### config.mk
export PLATFORM = sky130hd
export DESIGN_NAME = callsign_hash22
export DESIGN_NICKNAME = d
export VERILOG_FILES = /design/src/sv/ch22_pkg.sv /design/src/sv/callsign_hash22.sv
export SDC_FILE = /design/constraint.sdc
export NUM_CORES = 2
export LEC_CHECK = 0
export ABC_CLOCK_PERIOD_IN_PS = 15800
export BUFFER_PORTS_ARGS = -buffer_cell sky130_fd_sc_hd__buf_2
export CAP_MARGIN = 5
export CORE_ASPECT_RATIO = 1.1
export CORE_MARGIN = 2
export CORE_UTILIZATION = 40
export DETAILED_ROUTE_END_ITERATION = 6
export MAX_ROUTING_LAYER = met4
export PLACE_DENSITY = 0.66
export SLEW_MARGIN = 5
export SYNTH_ARGS = -nofsm -noshare
export SYNTH_HDL_FRONTEND = slang
export SYNTH_SLANG_ARGS = --single-unit
### constraint.sdc
create_clock -name clk -period 15.8 [get_ports clk]
set_input_delay 0.79 -clock clk [delete_from_list [all_inputs] [get_ports clk]]
set_output_delay 0.79 -clock clk [all_outputs]
set_load 0.05 [all_outputs]
### src/sv/ch22_pkg.sv
// ----------------------------------------------------------------------------
// ch22_pkg
// Types, constants and character helpers for the 22-bit callsign hash.
// ----------------------------------------------------------------------------
package ch22_pkg;

  // Longest trimmed callsign accepted
  localparam logic [4:0] MAX_SYMBOLS = 5'd11;
  // Positions the value is padded to before hashing
  localparam logic [3:0] PAD_POSITIONS = 4'd11;
  // Hash multiplier (36 bits)
  localparam logic [35:0] HASH_MULT = 36'd47055833459;

  localparam logic [7:0] CODE_SPACE = 8'h20;

  // Input beat: one character
  typedef struct packed {
    logic [7:0] char_code;
    logic       last_char;
  } hash_in_t;

  // Output beat: one key
  typedef struct packed {
    logic [21:0] key22;
    logic [11:0] key12;
    logic        hash_error;
  } hash_out_t;

  typedef struct packed {
    logic       valid;
    logic [5:0] idx;
  } sym_t;

  // Space, tab, LF, VT, FF, CR
  function automatic logic is_white(input logic [7:0] c);
    return (c == CODE_SPACE) || (c >= 8'h09 && c <= 8'h0D);
  endfunction

  // Index in " 0-9A-Z/" after folding lower case
  function automatic sym_t sym_lookup(input logic [7:0] code);
    logic [7:0] c;
    sym_t       s;
    c = code;
    s = '{valid: 1'b0, idx: 6'd0};
    if (c >= 8'h61 && c <= 8'h7A) c = c - 8'h20;
    if (c == CODE_SPACE) begin
      s = '{valid: 1'b1, idx: 6'd0};
    end else if (c >= 8'h30 && c <= 8'h39) begin
      s = '{valid: 1'b1, idx: 6'(c - 8'h30 + 8'd1)};
    end else if (c >= 8'h41 && c <= 8'h5A) begin
      s = '{valid: 1'b1, idx: 6'(c - 8'h41 + 8'd11)};
    end else if (c == 8'h2F) begin
      s = '{valid: 1'b1, idx: 6'd37};
    end
    return s;
  endfunction

endpackage

### src/sv/callsign_hash22.sv
// ----------------------------------------------------------------------------
// callsign_hash22
// Trims and folds a callsign fed one character a beat, packs it base 38 and
// returns its 22-bit and 12-bit hash keys.
// ----------------------------------------------------------------------------
//  channel | direction | payload     | beats
//  char    | in        | hash_in_t   | one character, last_char ends callsign
//  key     | out       | hash_out_t  | one key per callsign
//
// Characters other than whitespace shift in their interior spaces, then
// themselves, through the shared x38 multiply-add unit. A last character
// then pads on that unit, runs one pass per 16-bit slice on the 16x36
// multiplier and adder, and loads the output register; errors skip to the load.
// Sync reset clears the control state and acc; prod, sum and key_data are not reset.
// A stalled key beat holds; the next callsign may be taken meanwhile.
module callsign_hash22 (
  input  logic               clk,
  input  logic               rst,
  input  logic               char_valid,
  output logic               char_stall,
  input  ch22_pkg::hash_in_t char_data,
  output logic               key_valid,
  input  logic               key_stall,
  output ch22_pkg::hash_out_t key_data
);

  typedef enum logic [2:0] {
    S_IDLE,
    S_ACCUM,
    S_PAD,
    S_MUL,
    S_ADD,
    S_FIN
  } state_t;

  state_t      state;
  logic [57:0] acc;
  logic [3:0]  sym_count;
  logic [3:0]  pend;
  logic        pend_bad;
  logic        seen_ns;
  logic        err_seen;
  logic [5:0]  cur_idx;
  logic        cur_last;
  logic [3:0]  spc_cnt;
  logic [1:0]  chunk_sel;
  logic [51:0] prod;
  logic [63:0] sum;

  logic          accept;
  ch22_pkg::sym_t sym;
  logic          white;
  logic [4:0]    total;
  logic          new_err;
  logic          final_err;
  logic          key_load;
  logic [5:0]    unit_add;
  logic [57:0]   unit_out;
  logic [63:0]   v_ext;
  logic [15:0]   chunk;
  logic [51:0]   mult_out;
  logic [63:0]   prod_shift;

  assign char_stall = (state != S_IDLE);
  assign accept     = char_valid && !char_stall;

  // Character decode and length check
  assign sym     = ch22_pkg::sym_lookup(char_data.char_code);
  assign white   = ch22_pkg::is_white(char_data.char_code);
  assign total   = {1'b0, sym_count} + {1'b0, pend} + 5'd1;
  assign new_err = err_seen || !sym.valid || pend_bad || (total > ch22_pkg::MAX_SYMBOLS);
  assign final_err = err_seen || !seen_ns || (sym_count == 4'd0);

  // Result load when the output register is free or being emptied
  assign key_load = (state == S_FIN) && (!key_valid || !key_stall);

  // Shared unit: acc * 38 + addend
  assign unit_add = (state == S_ACCUM && spc_cnt == 4'd0) ? cur_idx : 6'd0;
  assign unit_out = (acc << 5) + (acc << 2) + (acc << 1) + {52'd0, unit_add};

  // Hash multiply, one 16-bit slice per pass
  assign v_ext      = {6'd0, acc};
  assign chunk      = v_ext[{chunk_sel, 4'd0} +: 16];
  assign mult_out   = {36'd0, chunk} * {16'd0, ch22_pkg::HASH_MULT};
  assign prod_shift = {12'd0, prod} << {chunk_sel, 4'd0};

  // Sequencer, state and output register
  always_ff @(posedge clk) begin
    if (rst) begin
      state     <= S_IDLE;
      acc       <= '0;
      sym_count <= '0;
      pend      <= '0;
      pend_bad  <= 1'b0;
      seen_ns   <= 1'b0;
      err_seen  <= 1'b0;
      cur_last  <= 1'b0;
      spc_cnt   <= '0;
      chunk_sel <= '0;
      key_valid <= 1'b0;
    end else begin
      if (key_load) begin
        key_valid <= 1'b1;
      end else if (key_valid && !key_stall) begin
        key_valid <= 1'b0;
      end

      case (state)
        S_IDLE: begin
          if (accept) begin
            if (white) begin
              if (seen_ns) begin
                if (pend != 4'hF) pend <= pend + 4'd1;
                if (char_data.char_code != ch22_pkg::CODE_SPACE) pend_bad <= 1'b1;
              end
              // Trailing blank ends the callsign: hash it unless in error
              if (char_data.last_char) state <= final_err ? S_FIN : S_PAD;
            end else begin
              seen_ns  <= 1'b1;
              err_seen <= new_err;
              pend     <= '0;
              pend_bad <= 1'b0;
              cur_last <= char_data.last_char;
              if (!new_err) begin
                cur_idx   <= sym.idx;
                spc_cnt   <= pend;
                sym_count <= total[3:0];
                state     <= S_ACCUM;
              end else if (char_data.last_char) begin
                state <= S_FIN;
              end
            end
          end
        end

        // Interior spaces, then the symbol itself
        S_ACCUM: begin
          acc <= unit_out;
          if (spc_cnt != 4'd0) begin
            spc_cnt <= spc_cnt - 4'd1;
          end else begin
            state <= cur_last ? S_PAD : S_IDLE;
          end
        end

        // Pad with symbol 0 up to full length
        S_PAD: begin
          if (sym_count < ch22_pkg::PAD_POSITIONS) begin
            acc       <= unit_out;
            sym_count <= sym_count + 4'd1;
          end else begin
            chunk_sel <= '0;
            sum       <= '0;
            state     <= S_MUL;
          end
        end

        S_MUL: begin
          prod  <= mult_out;
          state <= S_ADD;
        end

        S_ADD: begin
          sum <= sum + prod_shift;
          if (chunk_sel == 2'd3) begin
            state <= S_FIN;
          end else begin
            chunk_sel <= chunk_sel + 2'd1;
            state     <= S_MUL;
          end
        end

        // Load result once the output register is free
        S_FIN: begin
          if (key_load) begin
            key_data.hash_error <= final_err;
            key_data.key22      <= final_err ? 22'd0 : sum[63:42];
            key_data.key12      <= final_err ? 12'd0 : sum[63:52];
            acc       <= '0;
            sym_count <= '0;
            pend      <= '0;
            pend_bad  <= 1'b0;
            seen_ns   <= 1'b0;
            err_seen  <= 1'b0;
            state     <= S_IDLE;
          end
        end

        default: state <= S_IDLE;
      endcase
    end
  end

endmodule

==> flow_summary.yaml <==
global_routing:
  gr-usage-all-layers: 0.214
  grt_pass1_vias: 21200
  grt_pass1_wl_um: 117000
  antenna_found_initial: 0
  overflow: 0
  grt_max_degree: 65
worst_hold_path:
  hp-class: "flop to flop"
drt:
  drtAntennaViolNets: 0
  drc: 0
  first_iter_violations: 1448
  routedWlPerCell_um: 18.9
  num_vias: 21300
  dr.pass1.iters: 5
  wirelength_um: 72900
  viasPerCell: 5.53
sta:
  fin_skew_ns: 0.0275
  rsz0062_at_grt: "false"
  worst_slack_ns: 6.87
  setup_viol: 0
  final_hold_viol_count: 0
  fin_crit_sh: 0.565
  max_slew_margin: 0.299
  max_freq_mhz: 112
  holdWs_ns: 0.468
  setup_tns_ns: 0
  drv_slew: 0
  worstMarginPinSlew_ns: 1.05
  fin_crit_ns: 8.93
outcome:
  outcome: "finished clean"
synth:
  async_flop_share: 0
  syn_area_um2: 27600
  synth_nets: 3560
  synth-edff-count: 145
  syn_avg_cell_area_um2: 9.52
  netlist_instances: 2903
  yosysSeqAreaShare: 0.216
  synthFlopType: "edfxtp_1"
  yosysUniqueCellTypes: 92
  ys_ff_latch: 225
  yosysWarnings: 0
pwr:
  p_int_mw: 2.18
  power_frac_clock: 0.157
  p_comb_frac: 0.646
  p_sw_frac: 0.483
  power.leakage_nw: 14.5
  seqPwrFrac: 0.197
  power.switching_mw: 2.04
  vdd_ir_drop_max_uv: 103
  powerDensity_nw_per_um2: 142
clock_tree:
  cts_tree: "built"
  post_cts.repair.setup_buffers: 0
  ctsHoldBuffers: 0
  insertion_delay_ns: 0.56
  cts_htree_levels: 1
  cts.sinks: 225
  clk_pin_slew_ns: 0.06
  cts_buffers: 28
  cts_root_buf: "clkbuf_16"
  clockBufferDepth: 3
  cts-resized-gates: 0
worst_setup_path:
  crit_path_frequent_cell: "fa_1"
  required_ns: 16.08
  crit_family: "adder cells"
  critPathArrivalTime_ns: 9.22
  max_stage_delay_ns: 0.83
  end_kind: "flop"
  cp_cell_sequence: "inv_1 -> nor2_2 -> nand2_1 -> o21ai_1 -> ha_1 -> inv_1 -> fa_1 -> fa_1 -> fa_1 -> fa_1 -> fa_1 -> inv_1 -> ha_1 -> a2111oi_0 -> o21ai_0 -> a221oi_1 -> o2111ai_1 -> a21oi_1 -> or2_1 -> nor2_1 -> or3_1 -> a21oi_1 -> o21ai_1 -> xor2_1"
  cpMaxStageDelayCell: "nor2_2"
  crit_buf_inv: 3
  critPathKind: "flop to flop"
  start_kind: "flop"
  path_max_fanout: 22
flow_run:
  drv_cap: 0
final_layout:
  drive_gt1_frac: 0.0575
  finalInstanceArea_um2: 29700
  area_growth_pct: 7.47
  antenna_cells: 0
  final_nets: 3557
die:
  core-area_um2: 68700
  die-area_um2: 71200
  die_w_um: 255
  num_rows: 101
  start_util: 0.402
  die_y_um: 280
  pin_count: 50
place:
  gp_congestion: 0.976
  place_ws_ns: 6.95
  dp_hpwl_um: 59600
  post_dp_cell_area_um2: 28800
  numPortBuffers: 49
[kinds of logic after synthesis]
family | Yosys count | share of synthesized area
buffers and inverters | 466 | 0.0650
adders and majority gates | 644 | 0.359
AOI/OAI and AO/OA | 715 | 0.175
muxes | 54 | 0.0247
and+or+nand+nor | 639 | 0.110
DFF | 225 | 0.216
xor gates and xnor gates | 160 | 0.0507
[per-stage QoR]
step / power [mW] / cells / util
floorplan: 2.82 / 2903 / -
global placement: 3.54 / 3797 / 0.418
detailed placement: 3.54 / 3797 / 0.418
CTS: 4.23 / 3848 / 0.432
global route: 4.60 / 3848 / 0.432
finish: 4.22 / 3848 / 0.432
[power groups by stage]
stage | logic [mW] | registers [mW] | clock network [mW]
after global routing | 3.07 | 0.841 | 0.693
after detailed placement | 2.69 | 0.844 | 0
after global placement | 2.70 | 0.843 | 0
final | 2.72 | 0.832 | 0.660
after CTS | 2.73 | 0.832 | 0.675
after floorplan | 2.00 | 0.821 | 0
[synth_stat cells, types with 7 or more instances]
| master | number | area [um^2] |
|---|---|---|
| ha_1 | 397 | 4970 |
| inv_1 | 372 | 1400 |
| fa_1 | 247 | 4940 |
| nor2_1 | 232 | 871 |
| a21oi_1 | 189 | 946 |
| edfxtp_1 | 145 | 4350 |
| nand2_1 | 131 | 492 |
| o21ai_0 | 118 | 591 |
| xnor2_1 | 108 | 946 |
| a21o_1 | 103 | 773 |
| dfxtp_1 | 80 | 1600 |
| clkbuf_1 | 77 | 289 |
| xor2_1 | 52 | 455 |
| and2_1 | 50 | 313 |
| nand3_1 | 42 | 210 |
| o21bai_1 | 36 | 270 |
| a22oi_1 | 32 | 240 |
| nor3_1 | 32 | 160 |
| mux2i_1 | 31 | 310 |
| nand2b_1 | 28 | 175 |
| a31oi_1 | 27 | 169 |
| a22o_1 | 25 | 219 |
| a211oi_1 | 23 | 173 |
| nor2b_1 | 22 | 138 |
| o21a_1 | 22 | 165 |
| nand4_1 | 21 | 131 |
| and3_1 | 20 | 125 |
| or3_1 | 17 | 106 |
| o211ai_1 | 15 | 113 |
| o21ai_1 | 13 | 65.1 |
| buf_4 | 12 | 90.1 |
| mux2_2 | 11 | 124 |
| a2111oi_0 | 10 | 87.6 |
| mux4_2 | 10 | 225 |
| a221oi_1 | 8 | 70.1 |
| nor4_1 | 8 | 50.1 |
| o31ai_1 | 8 | 60.1 |
| a32oi_1 | 7 | 61.3 |
[layer usage]
layer | wire length (um) | GRT usage | up-vias | share of wire
met4 | 1960 | 0.0591 | 0 | 0.027
met5 | 0 | - | - | 0
met3 | 3780 | 0.0227 | 110 | 0.052
li1 | - | - | 10200 | -
met2 | 34300 | 0.344 | 566 | 0.47
met1 | 32900 | 0.287 | 10400 | 0.45
[area by class of cell]
cell class / count / area, um^2
timing repair buffer: 61 / 335
clock buffer: 37 / 776
clock inverter: 14 / 153
tap: 927 / 1160
multi-input combinational: 2212 / 19900
sequential: 225 / 5960
inverter: 372 / 1400
fill: 6707 / 39100
[cell usage in the layout, fill, tap and decap left out, types with 12 or more instances in the layout]
cell type / n
nor2b_1: 22
nand2_1: 130
a21o_1: 103
mux2i_1: 31
and2_1: 50
buf_4: 12
inv_1: 372
a31oi_1: 27
buf_2: 49
a21oi_1: 188
nand4_1: 21
o21bai_1: 36
dfxtp_1: 78
o21ai_1: 14
xnor2_1: 108
edfxtp_1: 145
o21ai_0: 117
or3_1: 17
a22oi_1: 32
nand2b_1: 28
nor3_1: 32
a211oi_1: 22
xor2_1: 52
o21a_1: 22
a22o_1: 25
o211ai_1: 15
ha_1: 397
nor2_1: 229
nand3_1: 42
and3_1: 20
clkbuf_16: 29
fa_1: 247
[flip-flops by register name (all words and copies together), names as in the netlist]
name       flops
acc           58
chunk_sel      2
cur_idx        6
cur_last       1
err_seen       1
key_data      23
key_valid      1
pend           4
pend_bad       1
prod          52
seen_ns        1
spc_cnt        4
state          3
sum           64
sym_count      4
[tightest hold or removal path: cells and delay by family, from the launching register on]
| family | cells | cell delay [ns] |
|---|---|---|
| flip-flops | 1 | 0.33 |
| AO/OA/AOI/OAI | 1 | 0.06 |
| AND/OR/NAND/NOR | 1 | 0.04 |
[path summary, 6_finish.rpt]
kind | from | cells after the start | slack [ns] | endpoint
hold / removal | acc[57] | 2 | 0.47 | acc[57]
setup reg to reg | chunk_sel[0] | 24 | 6.87 | prod[50]
setup / recovery | chunk_sel[0] | 24 | 6.87 | prod[50]
hold reg to reg | acc[57] | 2 | 0.47 | acc[57]
No activity file was read; power rests on OpenSTA's default activity.
